--- config.mk ---
export PLATFORM = sky130hd
export DESIGN_NAME = usb_config_descriptor_parser_unit
export DESIGN_NICKNAME = d
export VERILOG_FILES = /design/src/sv/uscdp_pkg.sv /design/src/sv/usb_config_descriptor_parser_unit.sv /design/src/sv/uscdp_fifo.sv /design/src/sv/uscdp_front.sv /design/src/sv/uscdp_back.sv
export SDC_FILE = /design/constraint.sdc
export NUM_CORES = 1
export LEC_CHECK = 0
export BUFFER_PORTS_ARGS = -buffer_cell sky130_fd_sc_hd__buf_2
export CAP_MARGIN = 15
export CORE_UTILIZATION = 60
export CTS_CLUSTER_DIAMETER = 150
export DETAILED_ROUTE_END_ITERATION = 8
export MAX_ROUTING_LAYER = met4
export PLACE_DENSITY = 0.77
export SLEW_MARGIN = 25
export SYNTH_ARGS = -nofsm -noshare
export SYNTH_HDL_FRONTEND = slang
export SYNTH_SLANG_ARGS = --single-unit
--- constraint.sdc ---
create_clock -name clk -period 17.66 [get_ports clk]
set_input_delay 0.883 -clock clk [delete_from_list [all_inputs] [get_ports clk]]
set_output_delay 0.883 -clock clk [all_outputs]
set_load 0.01 [all_outputs]
--- src/sv/uscdp_pkg.sv ---
// Shared types and constants of the configuration descriptor parser.
package uscdp_pkg;

	localparam int MAX_INTERFACES_DEF  = 8;
	localparam int MAX_ALTSETTINGS_DEF = 4;
	localparam int MAX_ENDPOINTS_DEF   = 16;
	localparam int QUEUE_DEPTH_DEF     = 2;

	localparam int DESC_BYTES = 9;

	localparam logic [7:0] TYPE_CONFIG    = 8'h02;
	localparam logic [7:0] TYPE_INTERFACE = 8'h04;
	localparam logic [7:0] TYPE_ENDPOINT  = 8'h05;
	localparam logic [7:0] TYPE_SS_COMP   = 8'h30;

	localparam logic [3:0] COPY_FULL = 4'd9;
	localparam logic [3:0] COPY_COMP = 4'd6;

	typedef enum logic [2:0] {
		KIND_CONFIG    = 3'd0,
		KIND_INTERFACE = 3'd1,
		KIND_ENDPOINT  = 3'd2,
		KIND_COMPANION = 3'd3,
		KIND_STATUS    = 3'd4
	} kind_t;

	typedef enum logic [2:0] {
		ST_OK           = 3'd0,
		ST_TOO_SHORT    = 3'd1,
		ST_BAD_TYPE     = 3'd2,
		ST_SHORT_BUFFER = 3'd3,
		ST_BAD_LENGTH   = 3'd4,
		ST_TOO_MANY     = 3'd5,
		ST_MISMATCH     = 3'd6
	} status_t;

	typedef enum logic [1:0] {
		PH_HEAD = 2'd0,
		PH_WALK = 2'd1,
		PH_DONE = 2'd2
	} phase_t;

	// one queued burst: a descriptor copy and/or the final status
	typedef struct packed {
		kind_t           kind;
		logic [2:0]      slot;
		logic [1:0]      alt;
		logic [3:0]      ep;
		logic [3:0]      count;
		logic            mk;
		logic [8:0][7:0] bytes;
		logic            has_status;
		status_t         status;
		logic [3:0]      total;
	} job_t;

endpackage

--- src/sv/usb_config_descriptor_parser_unit.sv ---
// Top level of the USB configuration descriptor parser.
// The unit takes a received configuration descriptor one byte per request and
// walks it: header checks (type, wTotalLength against the buffer, bLength),
// interface numbers mapped to dense slots, alternate settings counted per slot
// and endpoints per alternate setting. When a descriptor ends, its stored bytes
// (at most nine, six for a companion) leave as records tagged with slot,
// alternate setting, endpoint and offset; the final byte adds a status record,
// and on a nonzero status the consumer drops every record of that buffer.
// Timing: the byte parser takes one byte per cycle while the two-entry job
// queue has room; the record emitter sends one record per cycle while out_ready
// is high, so a byte that ends a descriptor yields up to ten records (nine bytes plus status).
// Sustained throughput is one byte per cycle while out_ready is high, set by the
// emitter drain rate over the bursts; no clearing pass follows reset.
module usb_config_descriptor_parser_unit #(
	parameter int MAX_INTERFACES  = uscdp_pkg::MAX_INTERFACES_DEF,
	parameter int MAX_ALTSETTINGS = uscdp_pkg::MAX_ALTSETTINGS_DEF,
	parameter int MAX_ENDPOINTS   = uscdp_pkg::MAX_ENDPOINTS_DEF
) (
	input  logic        clk,
	input  logic        arst_n,
	input  logic        in_valid,
	output logic        in_ready,
	input  logic [7:0]  data_byte,
	input  logic [15:0] buffer_length,
	input  logic        last_byte,
	output logic        out_valid,
	input  logic        out_ready,
	output logic [2:0]  record_kind,
	output logic [2:0]  interface_slot,
	output logic [1:0]  alt_slot,
	output logic [3:0]  endpoint_slot,
	output logic [3:0]  byte_offset,
	output logic [7:0]  byte_value,
	output logic        make_active,
	output logic [2:0]  parse_status,
	output logic [3:0]  interface_total,
	output logic        last_result
);
	import uscdp_pkg::*;

	logic push, pop, full, head_valid;
	job_t push_job, head_job;

	// front: one request per cycle while the queue has room, builds a job per copied descriptor / last byte
	uscdp_front #(
		.MAX_INTERFACES (MAX_INTERFACES),
		.MAX_ALTSETTINGS(MAX_ALTSETTINGS),
		.MAX_ENDPOINTS  (MAX_ENDPOINTS)
	) u_front (
		.clk, .arst_n, .in_valid, .in_ready, .data_byte, .buffer_length,
		.last_byte, .full, .push, .push_job
	);

	// decouples parsing from record drain
	uscdp_fifo #(.DEPTH(QUEUE_DEPTH_DEF)) u_fifo (
		.clk, .arst_n, .push, .push_job, .full, .pop, .head_job, .head_valid
	);

	// back: one record per cycle while out_ready is high
	uscdp_back u_back (
		.clk, .arst_n, .head_job, .head_valid, .pop, .out_valid, .out_ready,
		.record_kind, .interface_slot, .alt_slot, .endpoint_slot, .byte_offset,
		.byte_value, .make_active, .parse_status, .interface_total, .last_result
	);

endmodule

--- src/sv/uscdp_fifo.sv ---
// Short job queue between the byte parser and the record emitter.
module uscdp_fifo #(
	parameter int DEPTH = uscdp_pkg::QUEUE_DEPTH_DEF
) (
	input  logic            clk,
	input  logic            arst_n,
	input  logic            push,
	input  uscdp_pkg::job_t push_job,
	output logic            full,
	input  logic            pop,
	output uscdp_pkg::job_t head_job,
	output logic            head_valid
);
	import uscdp_pkg::*;

	localparam int PW = (DEPTH > 1) ? $clog2(DEPTH) : 1;
	localparam int CW = $clog2(DEPTH + 1);

	job_t          mem_q [DEPTH];
	logic [PW-1:0] wr_ptr_q, rd_ptr_q;
	logic [CW-1:0] cnt_q;

	assign full       = (cnt_q == CW'(DEPTH));
	assign head_valid = (cnt_q != '0);
	assign head_job   = mem_q[rd_ptr_q];

	always_ff @(posedge clk) begin
		if (push) mem_q[wr_ptr_q] <= push_job;
	end

	always_ff @(posedge clk or negedge arst_n) begin
		if (!arst_n) begin
			wr_ptr_q <= '0;
			rd_ptr_q <= '0;
			cnt_q    <= '0;
		end else begin
			if (push) wr_ptr_q <= (wr_ptr_q == PW'(DEPTH - 1)) ? '0 : wr_ptr_q + 1'b1;
			if (pop)  rd_ptr_q <= (rd_ptr_q == PW'(DEPTH - 1)) ? '0 : rd_ptr_q + 1'b1;
			if (push && !pop)      cnt_q <= cnt_q + 1'b1;
			else if (pop && !push) cnt_q <= cnt_q - 1'b1;
		end
	end

endmodule

--- src/sv/uscdp_front.sv ---
// Byte parser: header checks, descriptor walk, interface mapping, job build.
module uscdp_front #(
	parameter int MAX_INTERFACES  = uscdp_pkg::MAX_INTERFACES_DEF,
	parameter int MAX_ALTSETTINGS = uscdp_pkg::MAX_ALTSETTINGS_DEF,
	parameter int MAX_ENDPOINTS   = uscdp_pkg::MAX_ENDPOINTS_DEF
) (
	input  logic            clk,
	input  logic            arst_n,
	input  logic            in_valid,
	output logic            in_ready,
	input  logic [7:0]      data_byte,
	input  logic [15:0]     buffer_length,
	input  logic            last_byte,
	input  logic            full,
	output logic            push,
	output uscdp_pkg::job_t push_job
);
	import uscdp_pkg::*;

	localparam int SW  = (MAX_INTERFACES > 1) ? $clog2(MAX_INTERFACES) : 1;
	localparam int UW  = $clog2(MAX_INTERFACES + 1);
	localparam int AW  = (MAX_ALTSETTINGS > 1) ? $clog2(MAX_ALTSETTINGS) : 1;
	localparam int ACW = $clog2(MAX_ALTSETTINGS + 1);
	localparam int EW  = $clog2(MAX_ENDPOINTS + 1);

	logic                accept;
	logic [15:0]         pos_q, pos_d;
	logic [7:0]          cfg_len_q, cfg_len_d, cfg_type_q, cfg_type_d;
	logic [15:0]         tot_len_q, tot_len_d;
	logic [7:0]          decl_q, decl_d;
	logic [15:0]         dstart_q, dstart_d;
	logic [7:0]          dlen_q, dlen_d, dtype_q, dtype_d;
	logic [8:0][7:0]     dbytes_q, dbytes_d;
	logic                map_valid_q [MAX_INTERFACES];
	logic                map_valid_d [MAX_INTERFACES];
	logic [SW-1:0]       map_slot_q  [MAX_INTERFACES];
	logic [SW-1:0]       map_slot_d  [MAX_INTERFACES];
	logic [ACW-1:0]      alt_cnt_q   [MAX_INTERFACES];
	logic [ACW-1:0]      alt_cnt_d   [MAX_INTERFACES];
	logic                active_q    [MAX_INTERFACES];
	logic                active_d    [MAX_INTERFACES];
	logic [UW-1:0]       uniq_q, uniq_d;
	logic [SW-1:0]       cur_slot_q, cur_slot_d;
	logic [AW-1:0]       cur_alt_q, cur_alt_d;
	logic                alt_valid_q, alt_valid_d;
	logic [EW-1:0]       ep_cnt_q, ep_cnt_d;
	phase_t              phase_q, phase_d;
	logic                too_many_q, too_many_d;

	// copy request towards the job builder
	logic                cp_en, cp_mk;
	kind_t               cp_kind;
	logic [SW-1:0]       cp_slot;
	logic [AW-1:0]       cp_alt;
	logic [EW-1:0]       cp_ep;
	logic [7:0]          cp_len;
	logic [3:0]          cp_cap;
	logic [8:0][7:0]     cp_bytes;
	status_t             st;

	assign in_ready = !full;
	assign accept   = in_valid && in_ready;

	always_comb begin
		logic [15:0]    off;
		logic [7:0]     endoff;
		logic [16:0]    nxt;
		logic           fin;
		logic [7:0]     ifn, alts;
		logic [SW-1:0]  ii, slot;
		logic           newm, act;
		logic [ACW-1:0] ac;
		logic [16:0]    cnt, len17;

		pos_d = pos_q; cfg_len_d = cfg_len_q; cfg_type_d = cfg_type_q;
		tot_len_d = tot_len_q; decl_d = decl_q; dstart_d = dstart_q;
		dlen_d = dlen_q; dtype_d = dtype_q; dbytes_d = dbytes_q;
		map_valid_d = map_valid_q; map_slot_d = map_slot_q;
		alt_cnt_d = alt_cnt_q; active_d = active_q; uniq_d = uniq_q;
		cur_slot_d = cur_slot_q; cur_alt_d = cur_alt_q; alt_valid_d = alt_valid_q;
		ep_cnt_d = ep_cnt_q; phase_d = phase_q; too_many_d = too_many_q;
		cp_en = 1'b0; cp_mk = 1'b0; cp_kind = KIND_CONFIG; cp_slot = '0; cp_alt = '0;
		cp_ep = '0; cp_len = '0; cp_cap = COPY_FULL;
		off = '0; endoff = '0; nxt = '0; fin = 1'b0; ifn = '0; alts = '0;
		ii = '0; slot = '0; newm = 1'b0; act = 1'b0; ac = '0;
		cnt = '0; len17 = '0; st = ST_OK;

		if (pos_q != 16'hFFFF) pos_d = pos_q + 16'd1;

		if (accept && pos_q < buffer_length) begin
			case (pos_q)
				16'd0:   cfg_len_d = data_byte;
				16'd1:   cfg_type_d = data_byte;
				16'd2:   tot_len_d[7:0] = data_byte;
				16'd3:   tot_len_d[15:8] = data_byte;
				16'd4:   decl_d = data_byte;
				default: ;
			endcase
			case (phase_q)
				PH_HEAD: begin
					if (pos_q < 16'd9) dbytes_d[pos_q[3:0]] = data_byte;
					if (pos_q == 16'd3 && (cfg_type_d != TYPE_CONFIG ||
					    buffer_length < tot_len_d || cfg_len_d < 8'd4 ||
					    {8'd0, cfg_len_d} > tot_len_d))
						phase_d = PH_DONE;
					if (phase_d == PH_HEAD && pos_q >= 16'd3 &&
					    ({1'b0, pos_q} + 17'd1 == {9'd0, cfg_len_d})) begin
						cp_en   = 1'b1;
						cp_kind = KIND_CONFIG;
						cp_len  = cfg_len_d;
						if ({10'd0, cfg_len_d} + 18'd2 > {2'd0, tot_len_d})
							phase_d = PH_DONE;
						else begin
							dstart_d = {8'd0, cfg_len_d};
							phase_d  = PH_WALK;
						end
					end
				end
				PH_WALK: begin
					if (pos_q >= dstart_q) begin
						off = pos_q - dstart_q;
						if (off == 16'd0) begin
							dlen_d = data_byte;
							if (data_byte == 8'd0 ||
							    {2'd0, dstart_q} + {10'd0, data_byte} > {2'd0, tot_len_d})
								phase_d = PH_DONE;
							else
								dbytes_d[0] = data_byte;
						end else begin
							if (off == 16'd1) dtype_d = data_byte;
							if (off < 16'd9 && off < {8'd0, dlen_q})
								dbytes_d[off[3:0]] = data_byte;
							endoff = (dlen_q > 8'd1) ? dlen_q - 8'd1 : 8'd1;
							fin = (off == {8'd0, endoff});
						end
					end
				end
				default: ;
			endcase
		end

		// bytes of the descriptor being copied, before the next one may reuse slot 0
		cp_bytes = dbytes_d;

		// end of an accepted descriptor
		if (fin) begin
			if (dtype_d == TYPE_INTERFACE) begin
				ifn  = (dlen_q > 8'd2) ? dbytes_d[2] : 8'd0;
				alts = (dlen_q > 8'd3) ? dbytes_d[3] : 8'd0;
				if (ifn >= MAX_INTERFACES) alt_valid_d = 1'b0;
				else begin
					ii   = ifn[SW-1:0];
					newm = !map_valid_q[ii];
					if (newm && uniq_q >= MAX_INTERFACES) begin
						too_many_d = 1'b1;
						phase_d    = PH_DONE;
					end else begin
						slot = newm ? uniq_q[SW-1:0] : map_slot_q[ii];
						ac   = newm ? '0 : alt_cnt_q[slot];
						act  = newm ? 1'b0 : active_q[slot];
						if (newm) begin
							map_valid_d[ii] = 1'b1;
							map_slot_d[ii]  = slot;
							uniq_d          = uniq_q + 1'b1;
							alt_cnt_d[slot] = '0;
							active_d[slot]  = 1'b0;
						end
						cur_slot_d = slot;
						if (ac >= MAX_ALTSETTINGS) alt_valid_d = 1'b0;
						else begin
							alt_cnt_d[slot] = ac + 1'b1;
							cur_alt_d       = ac[AW-1:0];
							alt_valid_d     = 1'b1;
							ep_cnt_d        = '0;
							cp_mk           = !act || alts == 8'd0;
							if (cp_mk) active_d[slot] = 1'b1;
							cp_en   = 1'b1;
							cp_kind = KIND_INTERFACE;
							cp_slot = slot;
							cp_alt  = ac[AW-1:0];
							cp_len  = dlen_q;
						end
					end
				end
			end else if (dtype_d == TYPE_ENDPOINT) begin
				if (alt_valid_q && ep_cnt_q < MAX_ENDPOINTS) begin
					cp_en    = 1'b1;
					cp_kind  = KIND_ENDPOINT;
					cp_slot  = cur_slot_q;
					cp_alt   = cur_alt_q;
					cp_ep    = ep_cnt_q;
					cp_len   = dlen_q;
					ep_cnt_d = ep_cnt_q + 1'b1;
				end
			end else if (dtype_d == TYPE_SS_COMP) begin
				if (alt_valid_q && ep_cnt_q != '0) begin
					cp_en   = 1'b1;
					cp_kind = KIND_COMPANION;
					cp_slot = cur_slot_q;
					cp_alt  = cur_alt_q;
					cp_ep   = ep_cnt_q - 1'b1;
					cp_len  = dlen_q;
					cp_cap  = COPY_COMP;
				end
			end
			// step to the next descriptor; a one-byte descriptor hands its
			// last byte over as the next one's bLength
			if (phase_d == PH_WALK) begin
				nxt = {1'b0, dstart_q} + {9'd0, dlen_q};
				if ({1'b0, nxt} + 18'd2 > {2'd0, tot_len_d}) phase_d = PH_DONE;
				else begin
					dstart_d = nxt[15:0];
					if (nxt == {1'b0, pos_q}) begin
						dlen_d = data_byte;
						if (data_byte == 8'd0 ||
						    {1'b0, nxt} + {10'd0, data_byte} > {2'd0, tot_len_d})
							phase_d = PH_DONE;
						else
							dbytes_d[0] = data_byte;
					end
				end
			end
		end

		// final status, on post-update state
		cnt   = {1'b0, pos_q} + 17'd1;
		len17 = ({1'b0, buffer_length} < cnt) ? {1'b0, buffer_length} : cnt;
		if (len17 < 17'd2)                                    st = ST_TOO_SHORT;
		else if (cfg_type_d != TYPE_CONFIG)                   st = ST_BAD_TYPE;
		else if (len17 < {1'b0, tot_len_d})                   st = ST_SHORT_BUFFER;
		else if (cfg_len_d < 8'd4 || {8'd0, cfg_len_d} > tot_len_d) st = ST_BAD_LENGTH;
		else if (too_many_d)                                  st = ST_TOO_MANY;
		else if ({{(8-UW){1'b0}}, uniq_d} != decl_d)          st = ST_MISMATCH;
		else                                                  st = ST_OK;
	end

	// job assembly
	always_comb begin
		logic [31:0] slot32, alt32, ep32, tot32;
		slot32 = 32'(cp_slot);
		alt32  = 32'(cp_alt);
		ep32   = 32'(cp_ep);
		tot32  = 32'(uniq_d);
		push_job            = '0;
		push_job.kind       = cp_kind;
		push_job.slot       = slot32[2:0];
		push_job.alt        = alt32[1:0];
		push_job.ep         = ep32[3:0];
		push_job.count      = !cp_en ? 4'd0 :
		                      ({4'd0, cp_cap} > cp_len) ? cp_len[3:0] : cp_cap;
		push_job.mk         = cp_mk;
		push_job.bytes      = cp_bytes;
		push_job.has_status = last_byte;
		push_job.status     = st;
		push_job.total      = tot32[3:0];
		push                = accept && (cp_en || last_byte);
	end

	always_ff @(posedge clk) begin
		if (accept) dbytes_q <= dbytes_d;
	end

	always_ff @(posedge clk or negedge arst_n) begin
		if (!arst_n) begin
			pos_q <= '0; cfg_len_q <= '0; cfg_type_q <= '0; tot_len_q <= '0;
			decl_q <= '0; dstart_q <= '0; dlen_q <= '0; dtype_q <= '0;
			uniq_q <= '0; cur_slot_q <= '0; cur_alt_q <= '0; alt_valid_q <= 1'b0;
			ep_cnt_q <= '0; phase_q <= PH_HEAD; too_many_q <= 1'b0;
			for (int i = 0; i < MAX_INTERFACES; i++) begin
				map_valid_q[i] <= 1'b0; map_slot_q[i] <= '0;
				alt_cnt_q[i] <= '0; active_q[i] <= 1'b0;
			end
		end else if (accept) begin
			if (last_byte) begin
				pos_q <= '0; cfg_len_q <= '0; cfg_type_q <= '0; tot_len_q <= '0;
				decl_q <= '0; dstart_q <= '0; dlen_q <= '0; dtype_q <= '0;
				uniq_q <= '0; cur_slot_q <= '0; cur_alt_q <= '0; alt_valid_q <= 1'b0;
				ep_cnt_q <= '0; phase_q <= PH_HEAD; too_many_q <= 1'b0;
				for (int i = 0; i < MAX_INTERFACES; i++) begin
					map_valid_q[i] <= 1'b0; map_slot_q[i] <= '0;
					alt_cnt_q[i] <= '0; active_q[i] <= 1'b0;
				end
			end else begin
				pos_q <= pos_d; cfg_len_q <= cfg_len_d; cfg_type_q <= cfg_type_d;
				tot_len_q <= tot_len_d; decl_q <= decl_d; dstart_q <= dstart_d;
				dlen_q <= dlen_d; dtype_q <= dtype_d; uniq_q <= uniq_d;
				cur_slot_q <= cur_slot_d; cur_alt_q <= cur_alt_d;
				alt_valid_q <= alt_valid_d; ep_cnt_q <= ep_cnt_d;
				phase_q <= phase_d; too_many_q <= too_many_d;
				map_valid_q <= map_valid_d; map_slot_q <= map_slot_d;
				alt_cnt_q <= alt_cnt_d; active_q <= active_d;
			end
		end
	end

endmodule

--- src/sv/uscdp_back.sv ---
// Record emitter: drains one queued job as byte records and, for the last byte, a status record.
module uscdp_back (
	input  logic            clk,
	input  logic            arst_n,
	input  uscdp_pkg::job_t head_job,
	input  logic            head_valid,
	output logic            pop,
	output logic            out_valid,
	input  logic            out_ready,
	output logic [2:0]      record_kind,
	output logic [2:0]      interface_slot,
	output logic [1:0]      alt_slot,
	output logic [3:0]      endpoint_slot,
	output logic [3:0]      byte_offset,
	output logic [7:0]      byte_value,
	output logic            make_active,
	output logic [2:0]      parse_status,
	output logic [3:0]      interface_total,
	output logic            last_result
);
	import uscdp_pkg::*;

	logic [3:0] idx_q;
	logic [4:0] nrec;
	logic       is_stat, final_rec;

	assign nrec      = {1'b0, head_job.count} + {4'd0, head_job.has_status};
	assign final_rec = ({1'b0, idx_q} + 5'd1 == nrec);
	assign is_stat   = (idx_q == head_job.count);
	assign out_valid = head_valid;
	assign pop       = out_valid && out_ready && final_rec;

	always_comb begin
		record_kind     = is_stat ? KIND_STATUS : head_job.kind;
		interface_slot  = is_stat ? 3'd0 : head_job.slot;
		alt_slot        = is_stat ? 2'd0 : head_job.alt;
		endpoint_slot   = is_stat ? 4'd0 : head_job.ep;
		byte_offset     = is_stat ? 4'd0 : idx_q;
		byte_value      = (is_stat || idx_q >= 4'(DESC_BYTES)) ? 8'd0 :
		                  head_job.bytes[idx_q];
		make_active     = is_stat ? 1'b0 : head_job.mk;
		parse_status    = is_stat ? head_job.status : ST_OK;
		interface_total = is_stat ? head_job.total : 4'd0;
		last_result     = final_rec;
	end

	always_ff @(posedge clk or negedge arst_n) begin
		if (!arst_n) idx_q <= '0;
		else if (out_valid && out_ready) idx_q <= final_rec ? 4'd0 : idx_q + 4'd1;
	end

endmodule

==> results.json <==
{
  "grt-ovfl-total": 0,
  "yosys.area.top_type": "edfxtp_1",
  "synth-edff-count": 264,
  "first_pass_iters": 6,
  "grt_first_pass_wirelength_microns": 129000,
  "clkSinkCount": 442,
  "clockBufferDepth": 3,
  "ir_drop_mv": 0.135,
  "h-tree-depth": 2,
  "antenna_found_initial": 2,
  "reg2reg_depth": 34,
  "root_buffer": "clkbuf_16",
  "drt_iter0_drc": 2545,
  "netlist_instances": 2703,
  "crit_path_max_fanout": 12,
  "setup_violations": 0,
  "run_status": "finished clean",
  "netlist_area_sq_mm": 0.0282,
  "place_ws_ns": 8.41,
  "syn_area_per_cell_sq_um": 10.4,
  "syn_nets": 2941,
  "track_usage_pct": 36.9,
  "yosysWarnings": 0,
  "place.gp.congestion": 1.00,
  "vias_per_cell": 6.72,
  "path_clk_slew_ns": 0.06,
  "synthArstFlopShare_pct": 40.3,
  "r2r-start": "u_front.pos_q[0]",
  "whs_ns": 0.198,
  "startpoint": "u_front.pos_q[0]",
  "placed_area_sq_mm": 0.0291,
  "final_common_cell": "edfxtp_1",
  "numPortBuffers": 63,
  "cts_resized": 0,
  "clock_latency_ns": 0.61,
  "drv_cap": 0,
  "coreArea_sq_mm": 0.0465,
  "cp_data_required_time_ns": 17.99,
  "p_leak_uw": 0.0125,
  "stdcell_area_sq_mm": 0.0307,
  "rsz0062_at_grt": "false",
  "cts_tree": "built",
  "drive_above_1_share_pct": 12.9,
  "max_stage_delay_ns": 0.51,
  "synthFlopType": "edfxtp_1",
  "die_x_microns": 219,
  "yosysSeqAreaShare_pct": 44.0,
  "grt_pass1_vias": 21506,
  "post_cts_buffers": 0,
  "hold_class": "primary input to async pin",
  "drc_errors": 0,
  "nets": 2968,
  "dieArea_sq_mm": 0.0478,
  "fill_cells": 3538,
  "worstSetupEndpointType": "flip-flop",
  "period_share_pct": 52.6,
  "vias": 22702,
  "io_pins": 64,
  "syn_to_final_growth_pct": 8.82,
  "tns_ns": 0,
  "critical_path_class": "flip-flop to flip-flop",
  "synth.area.top_cells": "edfxtp_1 (28%), dfrtp_1 (16%), ha_1 (9.1%)",
  "synth_seq_cells": 442,
  "std_cell_rows": 79,
  "dieHeight_microns": 219,
  "period_needed_ns": 9.29,
  "fin_worst_skew_ns": 0.0313,
  "worst_pin_slew_ns": 1.04,
  "p_per_area_mw_per_mm2": 137,
  "final_cell_mix": "edfxtp_1 (264), nor2_1 (228), nand2_1 (207), ha_1 (205), o21ai_0 (191)",
  "startpoint_type": "flip-flop",
  "relSlewSlack_pct": 30.7,
  "numCtsBuffers": 47,
  "synth_cell_types": 115,
  "cpMaxStageDelayCell": "dfrtp_1",
  "avgRoutedWirePerCell_microns": 25.2,
  "final-max-slew-violation-count": 0,
  "finalHoldViolations": 0,
  "synth_top_area_share_pct": 28.1,
  "postRouteAntennaNets": 0,
  "hpwl_microns": 60800,
  "timing.final.ws_setup_ns": 8.37,
  "fmax_ghz": 0.108,
  "fin_util_pct": 66.0,
  "grt_max_degree": 77,
  "wl_microns": 85100,
  "critPathArrivalTime_ns": 9.62,
  "hold_buffers": 0,
  "floorplan.initialDensity_pct": 60.6
}
==> logic make-up after synthesis <==
kind of cell	synth area share [%]
AO/OA/AOI/OAI	15.3
XOR/XNOR	4.29
adder cells (fa/ha/maj)	9.39
buffers and inverters	3.61
flip-flops	44.0
multiplexers	9.17
AND/OR/NAND/NOR	14.2
==> final timing paths <==
path,endpoint,slack (ns)
worst max register to register,u_fifo.mem_q[0][81],8.37
worst min register to register,u_front.active_q[5],0.50
worst max-delay path,u_fifo.mem_q[0][81],8.37
worst min-delay path,u_back.idx_q[3],0.20
max in group asynchronous,u_front.dstart_q[13],16.22
min in group clk,u_front.active_q[5],0.50
==> report_power, final <==
group	internal (uW)	total, uW	switching [uW]	leakage, uW
Combinational	686	1790	1100	0.00683
Clock	562	1000	440	0.000751
Sequential	1300	1400	102	0.00487
Total	2550	4190	1650	0.0125
==> cells in the mapped netlist (8+ instances only) <==
master,n
edfxtp_1,264
nand4_1,45
nand2b_1,21
buf_1,17
nor3_1,49
xnor2_1,92
or4_1,8
o211ai_1,8
mux4_2,40
nor2b_1,30
dfrtp_1,178
and3_1,18
clkbuf_1,88
a21o_1,41
and2_1,18
o21ai_0,191
and4_1,8
xor2_1,44
o21a_1,28
a22o_1,22
o22ai_1,24
or2_2,10
o21bai_1,15
mux2i_1,89
nor2_1,229
nand2_1,208
a32o_1,32
mux2_2,68
nand3_1,78
a211oi_1,9
ha_1,205
a31oi_1,13
inv_1,115
buf_2,18
or3_1,17
nor4_1,28
a21oi_1,169
==> routing by layer <==
layer | vias up | track usage, % | part of all wire (%)
met5 | - | - | 0
met4 | 0 | 15.2 | 4.4
met3 | 239 | 6.43 | 9.0
met2 | 1233 | 54.7 | 45
met1 | 11090 | 50.0 | 42
li1 | 10140 | - | -
==> critical path: cells and delay by family (launching register included) <==
kind,cells,cell delay (ns)
compound gates,16,3.61
simple gates,10,2.41
fa+ha+maj,4,1.33
flops,1,0.51
buf+inv,2,0.42
mux,1,0.36
xor+xnor,1,0.34
==> registers in the layout (all words and copies together) (netlist names), 16 cells and up <==
| name | flops |
|---|---|
| u_front.alt_cnt_q | 24 |
| u_front.dstart_q | 16 |
| u_front.map_slot_q | 24 |
| u_fifo.mem_q | 192 |
| u_front.pos_q | 16 |
| u_front.dbytes_q | 72 |
| u_front.tot_len_q | 16 |
==> area by class of cell <==
cell class / instances / area (sq um) / area share (%)
repair buffers: 110 / 686 / 2.24
clock buffers: 54 / 1210 / 3.96
well taps: 607 / 759 / 2.48
multi-input cells: 2011 / 14800 / 48.3
flip-flops and latches: 442 / 12400 / 40.4
diodes: 3 / 7.51 / 0.0245
inverters: 118 / 452 / 1.47
clock inverters: 34 / 342 / 1.11
==> through the flow <==
stage	power, uW	instances
4_1_cts	4160	3376
3_3_place_gp	3110	3288
2_1_floorplan	2600	2703
3_5_place_dp	3160	3288
6_report	4190	3379
5_1_grt	4400	3378
Power figures use the tool's default switching activity.
